<file path="src/rtl/core/vms_pkg.sv">
// Vault memory command sequencer: shared types and constants.
// State encoding, request modes, strobe masks and the sequencer state record.
// No dependencies.
`timescale 1ns / 1ps

package vms_pkg;

  typedef enum logic [3:0] {
    ST_IDLE = 4'd0,
    ST_CPY  = 4'd1,
    ST_CS   = 4'd2,
    ST_RAS  = 4'd3,
    ST_CAS  = 4'd4,
    ST_OE   = 4'd5,
    ST_WE   = 4'd6,
    ST_EXEC = 4'd7,
    ST_TSV  = 4'd8,
    ST_DONE = 4'd9
  } vms_fsm_e;

  typedef enum logic [1:0] {
    MODE_READ  = 2'd0,
    MODE_WRITE = 2'd1,
    MODE_PIM   = 2'd2,
    MODE_NONE  = 2'd3
  } vms_mode_e;

  localparam int unsigned CmdBits   = 7;
  localparam int unsigned PopBits   = 3;
  localparam int unsigned StbBits   = CmdBits + PopBits;
  localparam int unsigned CountBits = 6;

  typedef logic [StbBits-1:0] vms_stb_t;

  // bits 0..6 command strobes, 7..9 pop strobes
  localparam vms_stb_t StbCs      = 10'h001;
  localparam vms_stb_t StbRas     = 10'h002;
  localparam vms_stb_t StbCas     = 10'h004;
  localparam vms_stb_t StbWe      = 10'h008;
  localparam vms_stb_t StbOe      = 10'h010;
  localparam vms_stb_t StbExec    = 10'h020;
  localparam vms_stb_t StbDone    = 10'h040;
  localparam vms_stb_t StbPopReq  = 10'h080;
  localparam vms_stb_t StbPopBank = 10'h100;
  localparam vms_stb_t StbPopPim  = 10'h200;
  localparam vms_stb_t StbCmdMask = 10'h07f;

  localparam logic [15:0] OffsetStep = 16'd2;

  typedef struct packed {
    vms_fsm_e              fsm;
    vms_fsm_e              prior;
    logic [CountBits-1:0]  xfer_cnt;
    logic [1:0]            op;
    logic [3:0]            size;
    logic [15:0]           run_off;
    logic [3:0]            bank;
    logic [31:0]           addr;
    logic [3:0]            pim_op;
    logic [15:0]           pim_off;
    vms_stb_t              stb;
    logic [15:0]           out_off;
  } vms_state_t;

  typedef struct packed {
    logic [1:0]  mode;
    logic [3:0]  size;
    logic [15:0] offset;
    logic [3:0]  bank;
    logic [31:0] address;
    logic [3:0]  pim_op;
    logic        tsv_ack;
    logic        rsp_sent;
  } vms_req_t;

endpackage

</file>
<file path="src/rtl/core/vms_step.sv">
// Vault memory command sequencer: next-state logic for one sequencer step.
// Pure combinational transition of the sequencer record. Depends on vms_pkg.
`timescale 1ns / 1ps

module vms_step (
  input  vms_pkg::vms_state_t                  state_i,
  input  vms_pkg::vms_req_t                    req_i,
  input  logic [vms_pkg::CountBits-1:0]        xfer_need_i,
  output vms_pkg::vms_state_t                  state_o
);
  import vms_pkg::*;

  logic loop_done;

  assign loop_done = (state_i.xfer_cnt == xfer_need_i);

  always_comb begin
    state_o = state_i;
    unique case (state_i.fsm) inside
      ST_IDLE: begin
        state_o.prior    = ST_IDLE;
        state_o.stb      = state_i.stb & StbOe;   // oe is left alone here
        state_o.xfer_cnt = '0;
        state_o.fsm      = (vms_mode_e'(req_i.mode) != MODE_NONE) ? ST_CPY : ST_IDLE;
      end
      ST_CPY: begin
        state_o.prior   = ST_CPY;
        state_o.op      = req_i.mode;
        state_o.size    = req_i.size;
        state_o.run_off = req_i.offset;
        state_o.bank    = req_i.bank;
        state_o.addr    = req_i.address;
        state_o.pim_off = req_i.offset;
        state_o.pim_op  = req_i.pim_op;
        state_o.out_off = req_i.offset;
        state_o.stb     = (state_i.stb & StbCmdMask) | StbPopReq;
        state_o.fsm     = ST_CS;
      end
      ST_CS: begin
        state_o.prior = ST_CS;
        state_o.stb   = (state_i.stb & StbPopPim) | StbCs;
        state_o.fsm   = ST_RAS;
      end
      ST_RAS: begin
        state_o.prior = ST_RAS;
        state_o.stb   = StbRas;
        state_o.fsm   = ST_CAS;
      end
      ST_CAS: begin
        state_o.prior = ST_CAS;
        state_o.stb   = StbCas;
        // a captured "none" mode has no successor: stay in CAS
        if (vms_mode_e'(state_i.op) == MODE_READ || vms_mode_e'(state_i.op) == MODE_PIM) begin
          state_o.fsm = ST_OE;
        end else if (vms_mode_e'(state_i.op) == MODE_WRITE) begin
          state_o.fsm = ST_WE;
        end
      end
      ST_OE, ST_WE: begin
        state_o.prior = state_i.fsm;
        state_o.stb   = '0;
        if (loop_done) begin
          if (state_i.fsm == ST_WE || vms_mode_e'(state_i.op) == MODE_READ) begin
            state_o.fsm = ST_DONE;
          end else begin
            state_o.fsm = ST_EXEC;
          end
        end else begin
          state_o.out_off  = state_i.run_off;
          state_o.run_off  = state_i.run_off + OffsetStep;
          state_o.xfer_cnt = state_i.xfer_cnt + CountBits'(1);
          state_o.fsm      = ST_TSV;
        end
      end
      ST_EXEC: begin
        state_o.stb      = StbExec | StbPopPim;
        state_o.xfer_cnt = '0;
        state_o.fsm      = ST_WE;
      end
      ST_TSV: begin
        if (state_i.prior == ST_WE) begin
          state_o.stb = (state_i.stb & ~StbCmdMask) | StbWe;
          if (req_i.tsv_ack) begin
            state_o.stb = (state_i.stb & ~StbCmdMask) | StbWe | StbPopBank;
            state_o.fsm = ST_WE;
          end
        end else if (state_i.prior == ST_OE) begin
          state_o.stb = (state_i.stb & ~StbCmdMask) | StbOe;
          if (req_i.tsv_ack) begin
            state_o.fsm = ST_OE;
          end
        end
      end
      ST_DONE: begin
        state_o.prior = ST_DONE;
        state_o.stb   = (state_i.stb & (StbPopReq | StbPopBank)) | StbDone;
        state_o.fsm   = req_i.rsp_sent ? ST_IDLE : ST_DONE;
      end
      default: begin
        state_o.fsm = ST_IDLE;
      end
    endcase
  end

endmodule

</file>
<file path="src/rtl/core/vault_memory_command_sequencer_top.sv">
// Vault memory command sequencer top: stream ports, state and result registers.
// A result word is registered and appears in the cycle after its input word is accepted.
// One word per cycle while the output is not stalled; the output register frees input ready when taken.
// Transfer count per loop comes from a 16-entry table built from LINK_WIDTH.
// Reset (async, active low): sequencer IDLE, state zero; result data not reset.
`timescale 1ns / 1ps

module vault_memory_command_sequencer_top #(
  parameter int unsigned LINK_WIDTH = 32
) (
  input  logic        clk_i,
  input  logic        rst_ni,
  input  logic        s_axis_tvalid,
  output logic        s_axis_tready,
  // [3:0] req_size, [19:4] req_offset, [23:20] req_bank, [55:24] req_address,
  // [59:56] req_pim_op, [60] tsv_ack, [61] rsp_sent, [63:62] unused
  input  logic [63:0] s_axis_tdata,
  // [1:0] mode
  input  logic [1:0]  s_axis_tuser,
  output logic        m_axis_tvalid,
  input  logic        m_axis_tready,
  // [6:0] command_strobes, [9:7] pop_strobes, [11:10] op_out, [43:12] row_addr,
  // [47:44] bank_out, [63:48] xfer_off, [67:64] pim_op_out,
  // [83:68] pim_base, [87:84] zero
  output logic [87:0] m_axis_tdata
);
  import vms_pkg::*;

  logic [CountBits-1:0] xfer_tab [16];

  for (genvar g = 0; g < 16; g++) begin : g_xfer
    // ceil((g+1)*16 / LINK_WIDTH), worked out at elaboration
    assign xfer_tab[g] = CountBits'(((g + 1) * 16 + LINK_WIDTH - 1) / LINK_WIDTH);
  end

  vms_state_t state_q, state_d;
  vms_req_t   req;
  logic       in_fire;
  logic       out_valid_q, out_valid_d;
  logic [87:0] out_data_q, out_data_d;
  logic [CountBits-1:0] xfer_need;

  assign req.mode     = s_axis_tuser;
  assign req.size     = s_axis_tdata[3:0];
  assign req.offset   = s_axis_tdata[19:4];
  assign req.bank     = s_axis_tdata[23:20];
  assign req.address  = s_axis_tdata[55:24];
  assign req.pim_op   = s_axis_tdata[59:56];
  assign req.tsv_ack  = s_axis_tdata[60];
  assign req.rsp_sent = s_axis_tdata[61];

  assign xfer_need = xfer_tab[state_q.size];

  vms_step u_step (
    .state_i     (state_q),
    .req_i       (req),
    .xfer_need_i (xfer_need),
    .state_o     (state_d)
  );

  assign s_axis_tready = !out_valid_q || m_axis_tready;
  assign in_fire       = s_axis_tvalid && s_axis_tready;

  assign out_valid_d = in_fire || (out_valid_q && !m_axis_tready);
  assign out_data_d  = {4'b0000, state_d.pim_off, state_d.pim_op, state_d.out_off,
                        state_d.bank, state_d.addr, state_d.op, state_d.stb};

  always_ff @(posedge clk_i or negedge rst_ni) begin
    if (!rst_ni) begin
      state_q.fsm      <= ST_IDLE;
      state_q.prior    <= ST_IDLE;
      state_q.xfer_cnt <= '0;
      state_q.op       <= '0;
      state_q.size     <= '0;
      state_q.run_off  <= '0;
      state_q.bank     <= '0;
      state_q.addr     <= '0;
      state_q.pim_op   <= '0;
      state_q.pim_off  <= '0;
      state_q.stb      <= '0;
      state_q.out_off  <= '0;
      out_valid_q      <= 1'b0;
    end else begin
      out_valid_q <= out_valid_d;
      if (in_fire) begin
        state_q <= state_d;
      end
    end
  end

  always_ff @(posedge clk_i) begin
    if (in_fire) begin
      out_data_q <= out_data_d;
    end
  end

  assign m_axis_tvalid = out_valid_q;
  assign m_axis_tdata  = out_data_q;

  // EXEC is only entered from a finished PIM-mode OE loop and keeps prior state
  a_exec_prior: assert property (@(posedge clk_i) disable iff (!rst_ni)
    state_q.fsm == ST_EXEC |-> state_q.prior == ST_OE)
    else $error("EXEC without a preceding OE loop");

  a_tsv_prior: assert property (@(posedge clk_i) disable iff (!rst_ni)
    state_q.fsm == ST_TSV |-> (state_q.prior == ST_OE || state_q.prior == ST_WE))
    else $error("link wait entered from outside a transfer loop");

  a_cnt_bound: assert property (@(posedge clk_i) disable iff (!rst_ni)
    state_q.xfer_cnt <= xfer_need)
    else $error("transfer count ran past the loop length");

  a_out_hold: assert property (@(posedge clk_i) disable iff (!rst_ni)
    (out_valid_q && !m_axis_tready) |=> out_valid_q && $stable(state_q))
    else $error("sequencer advanced while a result was stalled");

endmodule
</file>
<file path="config.mk">
export PLATFORM = sky130hd
export DESIGN_NAME = vault_memory_command_sequencer_top
export DESIGN_NICKNAME = d
export VERILOG_FILES = /design/src/rtl/core/vms_pkg.sv /design/src/rtl/core/vms_step.sv /design/src/rtl/core/vault_memory_command_sequencer_top.sv
export SDC_FILE = /design/constraint.sdc
export NUM_CORES = 1
export LEC_CHECK = 0
export BUFFER_PORTS_ARGS = -buffer_cell sky130_fd_sc_hd__buf_2
export CORE_MARGIN = 5
export CORE_UTILIZATION = 55
export DETAILED_ROUTE_END_ITERATION = 7
export GPL_TIMING_DRIVEN = 1
export PLACE_DENSITY = 0.86
export SYNTH_ARGS = -nofsm -noshare
export SYNTH_HDL_FRONTEND = slang
export SYNTH_SLANG_ARGS = --single-unit
export TNS_END_PERCENT = 30
</file>
<file path="constraint.sdc">
create_clock -name clk_i -period 4.6 [get_ports clk_i]
set_input_delay 0 -clock clk_i [delete_from_list [all_inputs] [get_ports clk_i]]
set_output_delay 0 -clock clk_i [all_outputs]
set_load 0.01 [all_outputs]
</file>
* Word level (Yosys, flattened, before mapping)
Memories as Yosys holds them, arrays and structs flattened.
Cells that the tools add are included.
** Word-level totals
- Bits in registers :: 203
- Memory bits (read-only) :: 96
- Input bits :: 70
- Output and inout bits :: 90
- Word-level logic and storage cells :: 85
- Memories kept :: 1
** Cells by class
- Add/subtract/negate cells :: 2
- Order comparisons :: 1
- Equal/unequal tests :: 20
- Muxes and demuxes :: 26
- Bitwise operators :: 1
- Reductions and logical operators :: 20
** Memory list
- (name not given) :: depth 16, width 6, rd ports 1, clocked after Yosys merged registers in 0, write ports 0, line vault_memory_command_sequencer_top.sv:52 : assign xfer_need = xfer_tab[state_q.size];
** Operators by type and width (count)
- case mux 10 bit (9 select lines) :: 1
- case mux 16 bit (2 select lines) :: 2
- two-way mux 56 bit :: 1
- two-way mux 4 bit :: 9
- case mux 4 bit (9 select lines) :: 1
- two-way mux 16 bit :: 2
- case mux 4 bit (7 select lines) :: 1
- == test 4 x 3 -> 1 bit, second input constant :: 6
- two-way mux 6 bit :: 4
- two-way mux 9 bit :: 2
- adder 16 x 2 -> 16 bit, second input constant :: 1
- != test 3 bit, second input constant :: 4
- case mux 6 bit (2 select lines) :: 1
- == test 4 x 2 -> 1 bit, second input constant :: 2
- == test 4 bit, second input constant :: 2
- two-way mux 7 bit :: 1
- nonzero test 7 bit :: 1
- adder 6 x 1 -> 6 bit, second input constant :: 1
- == test 6 bit :: 1
- AND reduction 3 bit :: 2
- >= comparator 5 bit, second input constant :: 1
- NOT 4 -> 5 bit :: 1
- AND reduction 5 bit :: 1
- == test 4 x 1 -> 1 bit, second input constant :: 1
- 12 further kinds :: 21

* Logic depth before layout (Yosys ltp)
Gate-level depths: netlist of run 1.
- Word-level depth :: 7
- Mapped depth :: 9
- Gate-level depth less buffers :: 7

* Cells and area by module
From an unflattened synthesis of run 1, not the netlist that was laid out.
** Second synthesis, totals
- Cell total of the unflattened synthesis :: 804
- Area, all modules :: 9972.1 um2
** By module, submodules not included
- vault_memory_command_sequencer_top :: instances 1, cells each 350, area an instance 7547.2 um2, sequential area each 5500.3 um2
- vms_step :: instances 1, cells each 454, area an instance 2424.8 um2, sequential area each 0.0 um2

* Worst setup path after synthesis of run 1
No wires, ideal clock.
- Path type :: register to register
- Start :: register out_valid_q (netlist: m_axis_tvalid)
- End :: register state_q[23] in the netlist's numbering
- Setup time :: 260 ps
- Arrival :: 3859 ps
- Data required time :: 4340 ps
- Setup slack :: 481 ps
- Stages on the path, launching flop included :: 8
- Buffers on the path :: 3
- Period minus slack after synthesis :: 4119 ps
- Path through :: dfrtp_1 -> nand2b_1 -> nand2_1 -> buf_2 -> inv_1 -> buf_2 -> buf_1 -> a31oi_1
** Between the ends
- Cells in the longest elaborated chain, start to end :: 3
** RTL lines
- start, declared :: line vault_memory_command_sequencer_top.sv:39 : logic out_valid_q, out_valid_d;
- start signal, assigned :: line vault_memory_command_sequencer_top.sv:84 : out_valid_q <= out_valid_d;
- zero test 1 bit :: line vault_memory_command_sequencer_top.sv:61 : assign s_axis_tready = !out_valid_q || m_axis_tready;
- logical OR 1 bit :: line vault_memory_command_sequencer_top.sv:61
- named net s_axis_tready :: line vault_memory_command_sequencer_top.sv:14 : output logic s_axis_tready,
- logical AND 1 bit :: line vault_memory_command_sequencer_top.sv:62 : assign in_fire = s_axis_tvalid && s_axis_tready;
- named net in_fire :: line vault_memory_command_sequencer_top.sv:38 : logic in_fire;
- end signal, assigned :: line vault_memory_command_sequencer_top.sv:86 : state_q <= state_d;
- end, declared :: line vault_memory_command_sequencer_top.sv:36 : vms_state_t state_q, state_d;
The timed path passes the listed nets, and every way through them passes these cells.
A chain may end at the register's enable or synchronous reset.

* Worst setup path in the final report of run 1
- Start :: register state_q[117] in the netlist's numbering
- End :: register state_q[83] in the netlist's numbering
** Between the ends
- Cells in the longest elaborated chain, start to end :: 4
- Elaborated cells on any way between the ends :: 8
- Those cells by class :: eq/ne: 4; mux: 1; reduce/logical: 3
** RTL lines
- == test 4 x 3 -> 1 bit (no source line)
- OR reduction 2 bit :: line vms_step.sv:19 : unique case (state_i.fsm) inside
- != test 2 bit (no source line) or nonzero test 2 bit (tied branches)
- AND reduction 3 bit (no source line)
Parallel ways exist; a longest one is shown, timed or not.

==> flow_summary.ini, run 1 <==
[status]
outcome = completed

[sta]
fin_tns_setup_ns = 0
tightest_slew_ns = 1.12
rsz0062_at_grt = no
clock.fmax_mhz = 325
relSlewSlack_pct = 25.3
worst_clock_skew_ns = 0.0140
setup_viol = 0
final.period_utilization_pct = 67.0
final_max_slew_viol_count = 0
hold_viol_final = 0
period_needed_ns = 3.08

[power]
pwr-share-seq_pct = 44.3
power_switching_share_pct = 37.3
power_density_nw_per_um2 = 639
p_clk_share_pct = 21.5
net-switching-power_w = 0.00268
p_leak_nw = 5.38
p_int_w = 0.00449
vdd_drop_max_uv = 393
comb_power_share_pct = 34.2

[routing]
wl_per_cell_um = 16.2
vias = 7542
avgViaCountPerCell = 5.46
antenna_left = 0
drt-initial-drc-count = 696
drc = 0
routed_wl_mm = 22.4
firstDrtPassIters = 5

[final_layout]
fin_nets = 1220
mostFrequentLayoutCells = 420 x nand2_1, 151 x buf_2, 118 x dfrtp_1
final_cells = 1381
layout_commonest_cell = nand2_1
drive_above_1_share_pct = 17.8
multi_input_area_um2 = 3330
fin_area_um2 = 11200
n_antenna_cell = 0
seq_area_um2 = 5480
fillers = 1229
areaGrowthSynthToFinish_pct = 23.8

[synth]
syn_inst = 947
yosys_warnings = 0
async_reset_ff_share_pct = 58.4
synth_edf_count = 84
syn_avg_cell_area_um2 = 9.56
synthFlopType = dfrtp_1
synth-seq-cells = 202
synth_seq_area_share_pct = 60.5
synth_area_um2 = 9060
synth.distinct_cells = 63

[global_routing]
grt_max_degree = 77
grt_use_total_pct = 23.2
grt-ovfl-total = 0
grt_pass1_vias = 7609
antenna_found_initial = 0
grt_pass1_wl_mm = 37.6

[worst_setup_path]
crit_type = flop to flop
worstPathArrival_ns = 3.49
crit_required_ns = 5.01
path_max_fanout = 26
crit_family = simple AND/OR/NAND/NOR gates
crit_chain = nor2_1, nand2_2, buf_4, a21oi_2, o21a_1, o21ai_0, mux2i_1
startpoint_type = flop
path_buf_inv = 1
critPathSlowestCell = dfrtp_1
crit_path_end_kind = flop
slowest_delay_ns = 0.64

[clocking]
clk_path_buf_depth = 3
cts.sinks = 202
htreeDepth = 1
clk_latency_ns = 0.49
post_cts_buffers = 0
cts_tree = built
cts_root_buffer = clkbuf_16
cts.clk_slew.worst_paths_ns = 0.06
cts_buffers = 21

[floorplan]
coreArea_um2 = 16300
core.rowCount = 47
die_area_um2 = 19100
initial_core_util_pct = 55.4
die-height_um = 138
io_pins = 160
die_x_um = 138

[placement]
place_congestion = 0.898
dp.cells = 1278
place_area_um2 = 9940
port_buffers = 152
dp_hpwl_mm = 13.4

[min_path]
hp-class = input port to flop

[run]
drv_cap = 0
-- final timing paths --
| path | startpoint | to | slack [ns] | cells after the start |
|---|---|---|---|---|
| min in group asynchronous | rst_ni | state_q[73] | 0.27 | 2 |
| worst max-delay path | state_q[117] | state_q[83] | 1.52 | 7 |
| worst max register to register | state_q[117] | state_q[83] | 1.52 | 7 |
| max in group asynchronous | rst_ni | state_q[115] | 3.19 | 3 |
| worst min register to register | state_q[74] | state_q[74] | 0.47 | 2 |
| worst min-delay path | s_axis_tdata[61] | state_q[117] | 0.01 | 4 |
-- tightest hold or removal path, cell delays in order --
cell	delay [ns]
buf_2	0.10
nor3_1	0.06
nor4_1	0.17
o22ai_1	0.12
-- synthesized netlist by cell type (3+ instances only) --
| cell type | instances | area, µm² |
|---|---|---|
| nand2_1 | 421 | 1580 |
| buf_4 | 8 | 60.1 |
| nor2_1 | 29 | 109 |
| nor2b_1 | 4 | 25.0 |
| mux2i_1 | 4 | 40.0 |
| xnor2_1 | 7 | 61.3 |
| a31oi_1 | 6 | 37.5 |
| nand2b_1 | 8 | 50.1 |
| a2bb2oi_1 | 3 | 26.3 |
| a221o_1 | 8 | 80.1 |
| a22oi_1 | 17 | 128 |
| ha_1 | 4 | 50.1 |
| and2_1 | 3 | 18.8 |
| a22o_1 | 7 | 61.3 |
| dfrtp_1 | 118 | 2950 |
| inv_1 | 6 | 22.5 |
| o21ai_0 | 21 | 105 |
| edfxtp_1 | 84 | 2520 |
| a21o_1 | 12 | 90.1 |
| o211ai_1 | 4 | 30.0 |
| buf_2 | 14 | 70.1 |
| o22ai_1 | 6 | 37.5 |
| and3_1 | 9 | 56.3 |
| o21ai_1 | 3 | 15.0 |
| a21oi_1 | 30 | 150 |
| nand3_1 | 23 | 115 |
| o21a_1 | 3 | 22.5 |
| nor3_1 | 10 | 50.1 |
| clkbuf_1 | 30 | 113 |
-- cell families (layout without fill, tap and decap cells) --
logic type / after synthesis / after routing / share of synthesized area, %
xor gates and xnor gates: 9 / 9 / 0.870
adders and majority gates: 4 / 4 / 0.553
DFF: 202 / 202 / 60.5
and+or+nand+nor: 525 / 525 / 23.6
AOI/OAI and AO/OA: 140 / 140 / 10.8
other: 1 / 4 / 0.0414
muxes: 5 / 5 / 0.566
buffers and inverters: 61 / 272 / 3.14
-- metal layers --
layer	vias to the layer above	part of all wire (%)	track usage, %
li1	3599	-	-
met2	294	50	40.2
met4	0	2.2	6.71
met3	39	7.0	3.97
met5	-	0	0
met1	3610	40	30.4
-- per-stage QoR --
stage,utilization (%),total power (W),hold WS [ns],setup WS [ns]
final,68.6,0.00717,0.0131,1.52
after global routing,68.6,0.00768,0.0417,1.32
after CTS,68.6,0.00718,0.00638,1.57
after detailed placement,60.8,0.00557,0.202,1.57
after global placement,60.8,0.00544,0.193,1.61
after floorplan,-,0.00483,-0.296,0.481
-- cell type report --
class | instances | area share, %
Tap cell | 220 | 2.45
Clock inverter | 8 | 0.390
Inverter | 7 | 0.257
Clock buffer | 30 | 5.16
Multi-Input combinational cell | 687 | 29.6
Timing Repair Buffer | 227 | 13.3
Sequential cell | 202 | 48.8
-- registers in the layout, summed over array words and instances, names as in the netlist --
name	count
m_axis_tdata	84
state_q	117
m_axis_tvalid	1
-- timing repair --
item | 4_1_cts | 5_1_grt
endpoints found under the hold margin | 243 | 0
hold buffers | 65 | 0
setup endpoints to repair | 0 | 0
resized for setup | 0 | 0
-- power by group through the flow --
stage | sequential [W] | combinational (W) | clock, W
6_report | 0.00318 | 0.00245 | 0.00154
5_1_grt | 0.00326 | 0.00276 | 0.00166
4_1_cts | 0.00316 | 0.00244 | 0.00158
3_5_place_dp | 0.00319 | 0.00239 | 0
3_3_place_gp | 0.00315 | 0.00229 | 0
2_1_floorplan | 0.00313 | 0.00170 | 0
(Power assumes the default switching activity.)
==> run 2, diff against run 1 <==
- ABC_AREA: default -> 1
- clock period: 4.6 -> 3.15 ns (I/O delays scaled with it)
==> flow_summary.ini, run 2 <==
[sta]
tightest_slew_ns = 0.969
period_needed_ns = 2.31
fin_tns_setup_ns = 0
rsz0062_at_grt = no
clock.fmax_mhz = 432
relSlewSlack_pct = 35.4
hold_viol_final = 0
final_max_slew_viol_count = 0
worst_clock_skew_ns = 0.0149
setup_viol = 0
final.period_utilization_pct = 73.5
fin_ws_ns = 0.835

[synth]
synth_area_leaders = dfrtp_1 32%, edfxtp_1 28%, nand2_1 11%
synth_edf_count = 84
yosys.area.top_type = dfrtp_1
synth_seq_area_share_pct = 59.8
synth_common_cells = 260 x nand2_1, 122 x inv_1, 118 x dfrtp_1
async_reset_ff_share_pct = 58.4
synth.distinct_cells = 43
synthFlopType = dfrtp_1
synth-seq-cells = 202
synth_most_common_cell = nand2_1
yosys_warnings = 0
synth_area_um2 = 9160
syn_inst = 965
synth_top_area_share_pct = 32.2
syn_avg_cell_area_um2 = 9.49

[power]
finalPower_w = 0.0109
power_density_nw_per_um2 = 950
vdd_drop_max_uv = 491
p_leak_nw = 5.46

[floorplan]
die-height_um = 139
initial_core_util_pct = 55.6
die_area_um2 = 19300
die_x_um = 139
coreArea_um2 = 16500
core.rowCount = 47
io_pins = 160

[global_routing]
grt-ovfl-total = 0
grt_max_degree = 92
grt_use_total_pct = 22.5
grt_pass1_wl_mm = 36.2
antenna_found_initial = 0
grt_pass1_vias = 7231

[clocking]
cts_tree = built
ctsResizeCount = 0
cts_root_buffer = clkbuf_16
clk_latency_ns = 0.50
htreeDepth = 1
cts.sinks = 202
post_cts_buffers = 0
clk_path_buf_depth = 3
cts.clk_slew.worst_paths_ns = 0.06
cts_buffers = 22

[final_layout]
layout_commonest_cell = nand2_1
regMostFlops = state_q
drive_above_1_share_pct = 21.0
fin_area_um2 = 11500
n_antenna_cell = 0
mostFrequentLayoutCells = 260 x nand2_1, 151 x buf_2, 121 x inv_1
largest_register_ffs = 117
final_cells = 1414
areaGrowthSynthToFinish_pct = 25.5
fin_nets = 1252

[routing]
wl_per_cell_um = 15.8
firstDrtPassIters = 7
drc = 0
avgViaCountPerCell = 5.24
routed_wl_mm = 22.3
antenna_left = 0
drt-initial-drc-count = 593
vias = 7406

[worst_setup_path]
path_buf_inv = 1
slowest_delay_ns = 0.42
rr_startpoint = state_q[99]
crit_family = simple AND/OR/NAND/NOR gates
worstPathArrival_ns = 2.55
crit_required_ns = 3.39
crit_chain = ha_1, inv_1, nand2_1, nand3_1, nor2_2, nand3_4, nand2_2, o21ai_0, o21bai_1
crit_type = flop to flop
critPathSlowestCell = dfrtp_1
worstSetupStartpoint = state_q[99]
r2r_end = m_axis_tdata[63]
crit_path_end_kind = flop
regToRegSetupSlack_ns = 0.84
ff2ff_path_depth = 9
path_max_fanout = 17
startpoint_type = flop

[status]
outcome = completed

[placement]
dp_hpwl_mm = 13.8
dp.cells = 1307
port_buffers = 152
place_area_um2 = 10000
dp_slack_ns = 0.852
place_congestion = 0.909

[min_path]
hp-class = input port to async pin

[run]
drv_cap = 0
-- run 2: power by group --
group | total, W | switching [W] | internal (W)
combinational | 0.00375 | 0.00246 | 0.00129
sequential | 0.00443 | 0.000498 | 0.00393
clock | 0.00274 | 0.00103 | 0.00171
total | 0.0109 | 0.00399 | 0.00694
-- run 2: how the worst max path moves through the flow --
stage	end	slack [ns]	cells after the start
after floorplan	m_axis_tdata[0]	0.36	5
after global placement	m_axis_tdata[61]	0.92	9
after detailed placement	m_axis_tdata[61]	0.85	9
after CTS	m_axis_tdata[61]	0.84	9
after global routing	state_q[17]	0.66	12
final	m_axis_tdata[63]	0.84	9
-- run 2: repair_timing --
item,CTS,global route
endpoints found under the setup margin,0,0
endpoints found under the hold margin,231,0
hold buffers,67,0
-- run 2: cells by family (layout without fill, tap and decap cells) --
kind of cell / Yosys count / in the layout / share of synthesized area (%)
buffers and inverters: 173 / 399 / 8.11
DFF: 202 / 202 / 59.8
other: 1 / 4 / 0.0409
and+or+nand+nor: 371 / 371 / 17.7
muxes: 3 / 3 / 0.328
AOI/OAI and AO/OA: 201 / 201 / 12.5
xor gates and xnor gates: 10 / 10 / 0.956
adders and majority gates: 4 / 4 / 0.546
-- run 2: through the flow --
| stage | utilization (%) | hold slack, ns |
|---|---|---|
| 6_report | 69.8 | 0.204 |
| 4_1_cts | 69.8 | 0.209 |
| 3_5_place_dp | 61.0 | 0.206 |
| 5_1_grt | 69.8 | 0.263 |
| 2_1_floorplan | - | -0.296 |
| 3_3_place_gp | 61.0 | 0.210 |
-- run 2: worst reg2reg max path, stage by stage, from the launching register on --
cell and delay (ns):
dfrtp_1 0.42, ha_1 0.32, inv_1 0.04, nand2_1 0.05, nand3_1 0.09, nor2_2 0.21, nand3_4 0.19, nand2_2 0.33
o21ai_0 0.22, o21bai_1 0.20
-- run 2: per-layer routing --
metal  routed length (µm)  track usage [%]  vias up  part of all wire, %
li1                     -                -     3569                    -
met1                 9180             30.0     3455                   41
met2                10800             37.6      338                   48
met5                    0                0        -                    0
met4                  417             5.87        0                  1.9
met3                 1930             4.97       44                  8.7
-- run 2: layout make-up --
cell class / instances / area, µm²
Tap cell: 220 / 275
Multi-Input combinational cell: 593 / 2950
Fill cell: 1174 / 4970
Clock inverter: 13 / 171
Timing Repair Buffer: 227 / 1510
Inverter: 132 / 505
Clock buffer: 27 / 611
Sequential cell: 202 / 5480
==> run 3, diff against run 2 <==
- clock period: 3.15 -> 2.3 ns (I/O delays scaled with it)
==> flow_summary.ini, run 3 (same netlist as run 2, synthesis figures left out) <==
[power]
p_leak_nw = 5.48
vdd_drop_max_uv = 693
power_density_nw_per_um2 = 1290

[routing]
drc = 0
drt-initial-drc-count = 557
firstDrtPassIters = 5
antenna_left = 0
routed_wl_mm = 22.5
vias = 7428
avgViaCountPerCell = 5.23
wl_per_cell_um = 15.8

[global_routing]
grt_max_degree = 84
top_usage_layer = met2
grt_pass1_vias = 7452
use_met3_pct = 4.69
grt_use_met2_pct = 39.8
grt_use_total_pct = 23.0
grt-ovfl-total = 0
use_met1_pct = 30.4
grt_pass1_wl_mm = 37.1
antenna_found_initial = 0

[worst_setup_path]
crit_top_cell = nand2_4
worstPathArrival_ns = 2.47
crit_chain = inv_2, nand2_2, nor2_4, nand2_4, inv_6, nand3_2, nand2_4, inv_4, nand2_1, o21ai_0
critPathSlowestCell = dfrtp_1
path_max_fanout = 25
worstSetupStartpoint = state_q[117]
startpoint_type = flop
crit_path_end_kind = flop
slowest_delay_ns = 0.45
crit_type = flop to flop
rr_startpoint = state_q[117]
crit_required_ns = 2.67

[sta]
setup_viol = 0
period_needed_ns = 2.09
worst_clock_skew_ns = 0.0178
fin_ws_ns = 0.207
clock.fmax_mhz = 478
tightest_slew_ns = 0.642
hold_viol_final = 0
fin_tns_setup_ns = 0
final_max_slew_viol_count = 0
rsz0062_at_grt = no
final.period_utilization_pct = 91.0
relSlewSlack_pct = 57.2

[placement]
place_congestion = 0.904
place_area_um2 = 10100
port_buffers = 152
dp.cells = 1314
dp_slack_ns = 0.0329
dp_hpwl_mm = 14.2

[clocking]
cts.clk_slew.worst_paths_ns = 0.06
cts_tree = built
cts_root_buffer = clkbuf_16
clk_latency_ns = 0.50
htreeDepth = 1
cts_buffers = 22
cts.sinks = 202
clk_path_buf_depth = 3
post_cts_buffers = 0

[final_layout]
n_antenna_cell = 0
regMostFlops = state_q
areaGrowthSynthToFinish_pct = 25.8
drive_above_1_share_pct = 21.4
fin_area_um2 = 11500
mostFrequentLayoutCells = 260 x nand2_1, 151 x buf_2, 121 x inv_1
final_cells = 1420
fin_nets = 1258
layout_commonest_cell = nand2_1
fillers = 1183
largest_register_ffs = 117

[min_path]
hp-class = input port to async pin

[floorplan]
die_x_um = 139
io_pins = 160
core.rowCount = 47
die_area_um2 = 19300
initial_core_util_pct = 55.6
coreArea_um2 = 16500
die-height_um = 139

[run]
drv_cap = 0

[status]
outcome = completed
[run 3: cell count changes in the layout (fill, tap and decap cells not counted), moves of 2 or more]
cell and change:
o21ai_1 +5, buf_4 +5, o21ai_0 -5, clkbuf_1 +2, clkinv_2 +2
[run 3: routing by layer]
metal | part of all wire (%) | vias to the layer above
met5 | 0 | -
met4 | 1.7 | 0
met3 | 7.4 | 38
met2 | 49 | 311
met1 | 42 | 3506
li1 | - | 3573
[run 3: path summary, 6_finish.rpt]
kind                          endpoint  cells past startpoint  slack [ns]
setup reg to reg           state_q[90]                     10        0.21
hold reg to reg            state_q[68]                      2        0.48
setup / recovery           state_q[90]                     10        0.21
max in group asynchronous  state_q[25]                      3        1.49
min in group clk_i         state_q[20]                      6        0.14
hold / removal             state_q[37]                      2        0.04
[run 3: worst max-delay path: cells and delay by family (launching register included)]
family,cells,cell delay [ns]
and+or+nand+nor,6,0.93
buffers and inverters,3,0.53
DFF,1,0.45
AOI/OAI and AO/OA,1,0.07
[run 3: power breakdown]
part / total (W) / switching, W / leakage [nW] / internal, W
combinational: 0.00521 / 0.00338 / 2.80 / 0.00182
clock: 0.00360 / 0.00140 / 0.371 / 0.00220
sequential: 0.00606 / 0.000676 / 2.31 / 0.00539
total: 0.0149 / 0.00546 / 5.48 / 0.00941
[run 3: what timing repair did]
item,4_1_cts,5_1_grt
hold buffers,66,0
endpoints found under the setup margin,0,22
endpoints found under the hold margin,249,0
resized for setup,0,8
[run 3: final cells by class]
cell class / count / area [µm²] / share of cell area [%]
Sequential cell: 202 / 5480 / 47.5
Clock buffer: 28 / 604 / 5.24
Inverter: 132 / 508 / 4.41
Clock inverter: 12 / 138 / 1.19
Timing Repair Buffer: 233 / 1570 / 13.6
Tap cell: 220 / 275 / 2.39
Multi-Input combinational cell: 593 / 2960 / 25.7
[run 3: stage by stage]
step | hold slack, ns | power [W] | util [%]
floorplan | -0.296 | 0.00963 | -
global placement | 0.0317 | 0.0108 | 61.4
detailed placement | 0.0338 | 0.0111 | 61.4
finish | 0.0383 | 0.0149 | 70.0
global route | 0.0851 | 0.0159 | 70.0
CTS | 0.0399 | 0.0148 | 69.9
